File: src/hw/rtl/lrd_pkg.sv
// Shared constants, command codes and handshake structs of the 48-bit LCG draw block.
`timescale 1ns / 1ps
`default_nettype none
package lrd_pkg;

  localparam int unsigned STATE_W = 48;
  localparam int unsigned SEED_W  = 32;
  localparam int unsigned VALUE_W = 53;
  localparam int unsigned BOUND_W = 31;
  localparam int unsigned BITS_W  = 6;
  localparam int unsigned CHUNK_W = 16;
  localparam int unsigned MULT_W  = 35;

  localparam logic [STATE_W-1:0] LCG_MULT = 48'h0005_DEEC_E66D;
  localparam logic [STATE_W-1:0] LCG_ADD  = 48'h0000_0000_000B;

  typedef enum logic [1:0] {
    CMD_RAW     = 2'd0,
    CMD_BOUNDED = 2'd1,
    CMD_WIDE    = 2'd2,
    CMD_RESEED  = 2'd3
  } cmd_t;

  // Requests from the sequencer to the state unit
  typedef struct packed {
    logic start;  // begin one state advance
    logic load;   // overwrite the state with load_state
  } lcg_ctrl_t;

  // Status from the state unit back to the sequencer
  typedef struct packed {
    logic busy;
    logic done;   // new state visible this cycle
  } lcg_stat_t;

  // Sign-extend the seed and xor in the multiplier
  function automatic logic [STATE_W-1:0] scramble(input logic [SEED_W-1:0] seed);
    logic [STATE_W-1:0] ext;
    ext = {{(STATE_W-SEED_W){seed[SEED_W-1]}}, seed};
    return ext ^ LCG_MULT;
  endfunction

endpackage
`default_nettype wire

File: src/hw/rtl/lcg48_random_draw.sv
// Top level of the 48-bit LCG random draw block: sequencer, divider and output register.
//
//  channel | dir | handshake            | content
//  in      | in  | in_tvalid/in_tready  | tuser: command; tdata: draw_bits, bound
//  out     | out | out_tvalid/out_tready| tdata: value
//  cfg     | in  | cfg_wr_en            | cfg_wr_data: seed_value
//
// A state advance runs in the three-slice multiply-accumulate unit. A wide draw
// takes two advances, a power-of-two bound a multiply-shift; a bounded draw with
// any other bound runs the 31-step restoring divider and repeats for each rejected
// draw. Reset loads the scrambled zero seed.
// in_tready is high only in idle; a result waiting at out holds the sequencer in
// its last state until the output register frees.
`timescale 1ns / 1ps
`default_nettype none
module lcg48_random_draw (
  input  wire         clk,
  input  wire         rst_n,
  input  wire         cfg_wr_en,
  input  wire  [31:0] cfg_wr_data,   // seed_value
  input  wire         in_tvalid,
  output logic        in_tready,
  input  wire  [1:0]  in_tuser,      // command
  input  wire  [39:0] in_tdata,      // [5:0] draw_bits, [36:6] bound, [39:37] zero
  output logic        out_tvalid,
  input  wire         out_tready,
  output logic [55:0] out_tdata      // [52:0] value, [55:53] zero
);
  import lrd_pkg::*;

  typedef enum logic [5:0] {
    ST_IDLE = 6'b000001,
    ST_DRAW = 6'b000010,
    ST_POW  = 6'b000100,
    ST_DIV  = 6'b001000,
    ST_CHK  = 6'b010000,
    ST_DONE = 6'b100000
  } state_t;

  state_t               st_r, st_nxt;
  logic [SEED_W-1:0]    seed_r;
  cmd_t                 cmd_r, cmd_nxt;
  logic [BITS_W-1:0]    bits_r, bits_nxt;
  logic [BOUND_W-1:0]   bound_r, bound_nxt;
  logic [BOUND_W-1:0]   u_r, u_nxt;
  logic [BOUND_W-1:0]   rem_r, rem_nxt;
  logic [4:0]           cnt_r, cnt_nxt;
  logic                 phase_r, phase_nxt;
  logic [VALUE_W-1:0]   res_r, res_nxt;
  logic                 out_vld_r, out_vld_nxt;
  logic [VALUE_W-1:0]   out_data_r, out_data_nxt;

  lcg_ctrl_t            lcg_ctrl;
  lcg_stat_t            lcg_stat;
  logic [STATE_W-1:0]   lcg_state;
  logic [STATE_W-1:0]   seed_scr;

  logic                 in_acc;
  cmd_t                 in_cmd;
  logic [BITS_W-1:0]    bits_eff;
  logic [BITS_W-1:0]    shamt;
  logic [31:0]          raw_val;
  logic                 pow2;
  logic [2*BOUND_W-1:0] pow_prod;
  logic [BOUND_W:0]     rem_sh;
  logic                 rem_ge;
  logic [31:0]          chk;

  lrd_lcg_step u_step (
    .clk        (clk),
    .rst_n      (rst_n),
    .ctrl       (lcg_ctrl),
    .load_state (seed_scr),
    .stat       (lcg_stat),
    .state      (lcg_state)
  );

  assign seed_scr  = scramble(seed_r);
  assign in_tready = (st_r == ST_IDLE);
  assign in_acc    = in_tvalid && in_tready;
  assign in_cmd    = cmd_t'(in_tuser);

  // Saturate width at 32, then take the top bits of the fresh state
  assign bits_eff = (bits_r > 6'd32) ? 6'd32 : bits_r;
  assign shamt    = 6'd32 - bits_eff;
  assign raw_val  = (bits_eff == 6'd0) ? 32'd0 : (lcg_state[47:16] >> shamt);

  assign pow2     = ((bound_r & (bound_r - 31'd1)) == '0);
  assign pow_prod = {{BOUND_W{1'b0}}, bound_r} * {{BOUND_W{1'b0}}, u_r};

  assign rem_sh   = {rem_r, u_r[cnt_r]};
  assign rem_ge   = (rem_sh >= {1'b0, bound_r});
  // Rejection test: sign of (u - r + bound - 1) in 32-bit wrap
  assign chk      = {1'b0, u_r} - {1'b0, rem_r} + {1'b0, bound_r} - 32'd1;

  always_comb begin
    st_nxt         = st_r;
    cmd_nxt        = cmd_r;
    bits_nxt       = bits_r;
    bound_nxt      = bound_r;
    u_nxt          = u_r;
    rem_nxt        = rem_r;
    cnt_nxt        = cnt_r;
    phase_nxt      = phase_r;
    res_nxt        = res_r;
    out_vld_nxt    = out_vld_r;
    out_data_nxt   = out_data_r;
    lcg_ctrl.start = 1'b0;
    lcg_ctrl.load  = 1'b0;

    if (out_vld_r && out_tready) begin
      out_vld_nxt = 1'b0;
    end

    case (st_r)
      ST_IDLE: begin
        if (in_acc) begin
          cmd_nxt   = in_cmd;
          bits_nxt  = in_tdata[5:0];
          bound_nxt = in_tdata[36:6];
          phase_nxt = 1'b0;
          if (in_cmd == CMD_RESEED) begin
            lcg_ctrl.load = 1'b1;
            res_nxt       = '0;
            st_nxt        = ST_DONE;
          end else begin
            lcg_ctrl.start = 1'b1;
            st_nxt         = ST_DRAW;
          end
        end
      end
      ST_DRAW: begin
        if (lcg_stat.done) begin
          case (cmd_r)
            CMD_RAW: begin
              res_nxt = {21'd0, raw_val};
              st_nxt  = ST_DONE;
            end
            CMD_WIDE: begin
              if (!phase_r) begin
                res_nxt        = {lcg_state[47:22], 27'd0};
                phase_nxt      = 1'b1;
                lcg_ctrl.start = 1'b1;
              end else begin
                res_nxt = {res_r[52:27], lcg_state[47:21]};
                st_nxt  = ST_DONE;
              end
            end
            default: begin
              u_nxt   = lcg_state[47:17];
              rem_nxt = '0;
              cnt_nxt = 5'd30;
              st_nxt  = pow2 ? ST_POW : ST_DIV;
            end
          endcase
        end
      end
      ST_POW: begin
        res_nxt = {22'd0, pow_prod[2*BOUND_W-1:BOUND_W]};
        st_nxt  = ST_DONE;
      end
      ST_DIV: begin
        rem_nxt = rem_ge ? BOUND_W'(rem_sh - {1'b0, bound_r}) : rem_sh[BOUND_W-1:0];
        cnt_nxt = cnt_r - 5'd1;
        if (cnt_r == 5'd0) begin
          st_nxt = ST_CHK;
        end
      end
      ST_CHK: begin
        if (!chk[31]) begin
          res_nxt = {22'd0, rem_r};
          st_nxt  = ST_DONE;
        end else begin
          // drop this draw and try again
          lcg_ctrl.start = 1'b1;
          st_nxt         = ST_DRAW;
        end
      end
      ST_DONE: begin
        if (!out_vld_r || out_tready) begin
          out_vld_nxt  = 1'b1;
          out_data_nxt = res_r;
          st_nxt       = ST_IDLE;
        end
      end
      default: begin
        st_nxt = ST_IDLE;
      end
    endcase
  end

  always_ff @(posedge clk) begin
    if (!rst_n) begin
      st_r      <= ST_IDLE;
      seed_r    <= '0;
      out_vld_r <= 1'b0;
      cmd_r     <= CMD_RAW;
      phase_r   <= 1'b0;
      cnt_r     <= '0;
    end else begin
      st_r      <= st_nxt;
      out_vld_r <= out_vld_nxt;
      cmd_r     <= cmd_nxt;
      phase_r   <= phase_nxt;
      cnt_r     <= cnt_nxt;
      if (cfg_wr_en) begin
        seed_r <= cfg_wr_data;
      end
    end
    bits_r     <= bits_nxt;
    bound_r    <= bound_nxt;
    u_r        <= u_nxt;
    rem_r      <= rem_nxt;
    res_r      <= res_nxt;
    out_data_r <= out_data_nxt;
  end

  assign out_tvalid = out_vld_r;
  assign out_tdata  = {3'd0, out_data_r};

  a_start_idle_unit: assert property (@(posedge clk) disable iff (!rst_n)
    lcg_ctrl.start |-> !lcg_stat.busy)
    else $error("state advance requested while unit busy");

  a_div_rem_below_bound: assert property (@(posedge clk) disable iff (!rst_n)
    (st_r == ST_DIV) |-> (rem_r < bound_r))
    else $error("divider remainder not below bound");

  a_reseed_loads: assert property (@(posedge clk) disable iff (!rst_n)
    (in_acc && in_cmd == CMD_RESEED) |=> (lcg_state == scramble($past(seed_r))))
    else $error("reseed did not load scrambled seed");

  a_bounded_in_range: assert property (@(posedge clk) disable iff (!rst_n)
    (st_r == ST_CHK && !chk[31]) |=> (res_r < {22'd0, bound_r}))
    else $error("bounded draw out of range");

endmodule
`default_nettype wire

File: src/hw/rtl/lrd_lcg_step.sv
// LCG state register with a 16-bit-slice multiply-accumulate advance.
`timescale 1ns / 1ps
`default_nettype none
module lrd_lcg_step (
  input  wire                          clk,
  input  wire                          rst_n,
  input  lrd_pkg::lcg_ctrl_t           ctrl,
  input  wire [lrd_pkg::STATE_W-1:0]   load_state,
  output lrd_pkg::lcg_stat_t           stat,
  output logic [lrd_pkg::STATE_W-1:0]  state
);
  import lrd_pkg::*;

  logic [STATE_W-1:0]          state_r, state_nxt;
  logic [STATE_W-1:0]          acc_r, acc_nxt;
  logic [1:0]                  cnt_r, cnt_nxt;
  logic                        busy_r, busy_nxt;
  logic                        done_r, done_nxt;
  logic [CHUNK_W-1:0]          chunk;
  logic [CHUNK_W+MULT_W-1:0]   prod;
  logic [STATE_W-1:0]          prod_sh;

  always_comb begin
    case (cnt_r)
      2'd0:    chunk = state_r[15:0];
      2'd1:    chunk = state_r[31:16];
      default: chunk = state_r[47:32];
    endcase
  end

  assign prod = chunk * LCG_MULT[MULT_W-1:0];

  // Place the partial product at its slice weight, drop bits of weight 2^48 and above
  always_comb begin
    case (cnt_r)
      2'd0:    prod_sh = prod[STATE_W-1:0];
      2'd1:    prod_sh = {prod[STATE_W-CHUNK_W-1:0], {CHUNK_W{1'b0}}};
      default: prod_sh = {prod[STATE_W-2*CHUNK_W-1:0], {(2*CHUNK_W){1'b0}}};
    endcase
  end

  always_comb begin
    state_nxt = state_r;
    acc_nxt   = acc_r;
    cnt_nxt   = cnt_r;
    busy_nxt  = busy_r;
    done_nxt  = 1'b0;
    if (ctrl.load) begin
      state_nxt = load_state;
    end else if (ctrl.start) begin
      busy_nxt = 1'b1;
      cnt_nxt  = 2'd0;
      acc_nxt  = '0;
    end else if (busy_r) begin
      acc_nxt = acc_r + prod_sh;
      cnt_nxt = cnt_r + 2'd1;
      if (cnt_r == 2'd2) begin
        state_nxt = acc_r + prod_sh + LCG_ADD;
        busy_nxt  = 1'b0;
        done_nxt  = 1'b1;
      end
    end
  end

  always_ff @(posedge clk) begin
    if (!rst_n) begin
      state_r <= LCG_MULT;
      busy_r  <= 1'b0;
      done_r  <= 1'b0;
      cnt_r   <= 2'd0;
    end else begin
      state_r <= state_nxt;
      busy_r  <= busy_nxt;
      done_r  <= done_nxt;
      cnt_r   <= cnt_nxt;
    end
    acc_r <= acc_nxt;
  end

  assign state     = state_r;
  assign stat.busy = busy_r;
  assign stat.done = done_r;

endmodule
`default_nettype wire

File: config.mk
export PLATFORM = sky130hd
export DESIGN_NAME = lcg48_random_draw
export DESIGN_NICKNAME = d
export VERILOG_FILES = /design/src/hw/rtl/lrd_pkg.sv /design/src/hw/rtl/lcg48_random_draw.sv /design/src/hw/rtl/lrd_lcg_step.sv
export SDC_FILE = /design/constraint.sdc
export NUM_CORES = 2
export LEC_CHECK = 0
export BUFFER_PORTS_ARGS = -buffer_cell sky130_fd_sc_hd__buf_4
export CAP_MARGIN = 15
export CELL_PAD_IN_SITES_DETAIL_PLACEMENT = 1
export CELL_PAD_IN_SITES_GLOBAL_PLACEMENT = 1
export CORE_MARGIN = 10
export CORE_UTILIZATION = 40
export CTS_CLUSTER_SIZE = 20
export DETAILED_ROUTE_END_ITERATION = 16
export PLACE_DENSITY = 0.63
export SYNTH_ARGS = -nofsm -noshare
export SYNTH_HDL_FRONTEND = slang
export SYNTH_HIERARCHICAL = 1
export SYNTH_SLANG_ARGS = --single-unit
File: constraint.sdc
create_clock -name clk -period 15.7 [get_ports clk]
set_input_delay 3.14 -clock clk [delete_from_list [all_inputs] [get_ports clk]]
set_output_delay 3.14 -clock clk [all_outputs]
set_load 0.01 [all_outputs]
==> results.json <==
{
  "cts_tree": "yes",
  "final_min_period_over_clock_period_pct": 86.47,
  "vias": 49700,
  "crit_path_max_fanout": 26,
  "nFillCells": 17980,
  "worst-r2r-cell-count": 38,
  "synth.avg_cell_area_sq_um": 9.050,
  "clockRootBuffer": "clkbuf_16",
  "final_hold_viol_count": 0,
  "via_count_of_the_first_global_routing_pass": 54910,
  "netlist_area_sq_um": 62630,
  "routed-wl-met3_um": 10840,
  "worst_r2r_startpoint": "u_step/cnt_r[0]$_SDFFE_PN0P_",
  "post_route_cells_drive_above_1_share_pct": 6.023,
  "report.final.setup_viol": 0,
  "initial_utilization_pct": 40.19,
  "worst-setup-path-type": "reg -> reg",
  "antenna_found_initial": 5,
  "final_critical_path_setup_slack_ps": 2124,
  "dr_wl_met2_um": 120000,
  "worst_path_most_repeated_cell": "fa_1",
  "hold_depth": 0,
  "hpwlAfterDp_um": 191500,
  "max_stage_delay_ps": 940,
  "antenna_viol_nets_final": 0,
  "cts_hold_buffers": 0,
  "synth_cells": 6921,
  "most-common-layout-cells": "inv_1, fa_1, nand2_1",
  "drv.max_cap_violation_count": 0,
  "setup.worst_path.start_class": "flop",
  "total_length_of_routed_wires_um": 238500,
  "post_cts.resized_instances": 0,
  "rsz0062_at_grt": "false",
  "worst_setup_hold_path_clk_slew_ps": 70,
  "grt_start_max_net_pins": 56,
  "multi_input_comb_area_sq_um": 46500,
  "die_area_sq_um": 172800,
  "area.sequential_sq_um": 9579,
  "grt_pass1_wl_um": 358200,
  "vias_per_cell": 5.512,
  "dieWidth_um": 415.7,
  "tightestPinTransition_ps": 1235,
  "globalRouteTotalUtil_pct": 27.40,
  "yosysWarnings": 6,
  "crit_required_ps": 16210,
  "fin_tns_setup_ps": 0,
  "dr.first_iter.drc_count": 3064,
  "routed.top_layer": "met5",
  "numCtsBuffers": 43,
  "drtPass1Iterations": 8,
  "timing.critical_path.arrival_ps": 14080,
  "cts.path.max_buffers": 3,
  "drc": 0,
  "min-delay-path-class": "reg -> reg",
  "timing.final.crit_period_ps": 13580,
  "area_growth_syn_to_layout_pct": 7.827,
  "max-slew-margin-rel_pct": 15.54,
  "hold_end": "out_data_r[48]$_DFFE_PP_",
  "post-place-ws_ps": 2276,
  "crit_path_top_delay_cell": "nor2_1",
  "placeableCoreArea_sq_um": 155800,
  "postCtsSetupBuffers": 0,
  "timing.reg2reg.setup_slack_ps": 2120,
  "cts_num_sinks": 352,
  "hold_path_startpoint": "res_r[48]$_DFFE_PP_",
  "detail_route.wl_per_cell_um": 26.45,
  "worstSetupEndpointType": "flop",
  "final_common_cell": "inv_1",
  "timing.clock.skew_ps": 38.72,
  "nets": 8623,
  "global_route_congestion_overflow_total": 0,
  "max_freq_mhz": 73.66,
  "run_status": "complete, no violations",
  "placement.io_buffers": 130,
  "site_rows": 145,
  "maximum_level_of_the_cts_h_tree": 2,
  "place_congestion": 0.9185,
  "wl_met1_um": 94810,
  "io_pins": 137,
  "clkLatencyLatePin_ps": 620,
  "r2r_end": "u_step/state[45]$_SDFFE_PN0P_",
  "drv_slew": 0,
  "chipHeight_um": 415.7
}
==> worst max-delay path by stage <==
stage                                  from                             to
3_3_place_gp   u_step/cnt_r[0]$_SDFFE_PN0P_  u_step/state[45]$_SDFFE_PN0P_
6_report       u_step/cnt_r[0]$_SDFFE_PN0P_  u_step/state[45]$_SDFFE_PN0P_
4_1_cts        u_step/cnt_r[0]$_SDFFE_PN0P_  u_step/state[45]$_SDFFE_PN0P_
5_1_grt        u_step/cnt_r[0]$_SDFFE_PN0P_  u_step/state[45]$_SDFFE_PN0P_
2_1_floorplan  u_step/cnt_r[0]$_SDFFE_PN0P_  u_step/state[45]$_SDFFE_PN0P_
3_5_place_dp   u_step/cnt_r[0]$_SDFFE_PN0P_  u_step/state[45]$_SDFFE_PN0P_
==> layout make-up <==
cell class	count	area share (%)
Multi-Input combinational cell	4822	68.85
Clock inverter	29	0.4576
Inverter	1426	7.926
Clock buffer	51	1.684
Sequential cell	352	14.18
Tap cell	2058	3.813
Timing Repair Buffer	277	3.079
Antenna cell	1	0.003705
==> worst max-delay path, delay by kind of cell, from the launching register on <==
family / cells / cell delay (ps)
buf+inv: 6 / 1490
xor+xnor: 2 / 420
flops: 1 / 310
compound gates: 9 / 2860
simple gates: 12 / 4240
fa+ha+maj: 9 / 4110
==> registers in the layout, indices dropped and copies added (netlist names) <==
| signal | count |
|---|---|
| seed_r | 32 |
| bits_r | 6 |
| phase_r | 1 |
| u_step/state | 48 |
| rem_r | 31 |
| u_step/busy_r | 1 |
| st_r | 6 |
| cmd_r | 2 |
| cnt_r | 5 |
| u_step/done_r | 1 |
| u_r | 31 |
| u_step/cnt_r | 2 |
| res_r | 53 |
| out_data_r | 53 |
| bound_r | 31 |
| u_step/acc_r | 48 |
| out_tvalid | 1 |
==> through the flow <==
stage	std cells	hold slack [ps]	area, sq um	utilization [%]
2_1_floorplan	6923	400.3	62640	-
3_3_place_gp	8934	402.4	66080	42.40
3_5_place_dp	8935	406.1	66090	42.41
4_1_cts	9015	393.0	67530	43.33
5_1_grt	9015	411.3	67530	43.33
6_report	9016	393.8	67540	43.34
==> per-layer routing <==
layer	vias up	track usage (%)
met5	-	0
met1	26050	33.31
met2	1285	48.86
met3	442	2.986
li1	21920	-
met4	2	11.88
Power is not shown: default switching activity piles up to over one toggle a cycle in this logic, so the estimate is an artifact.
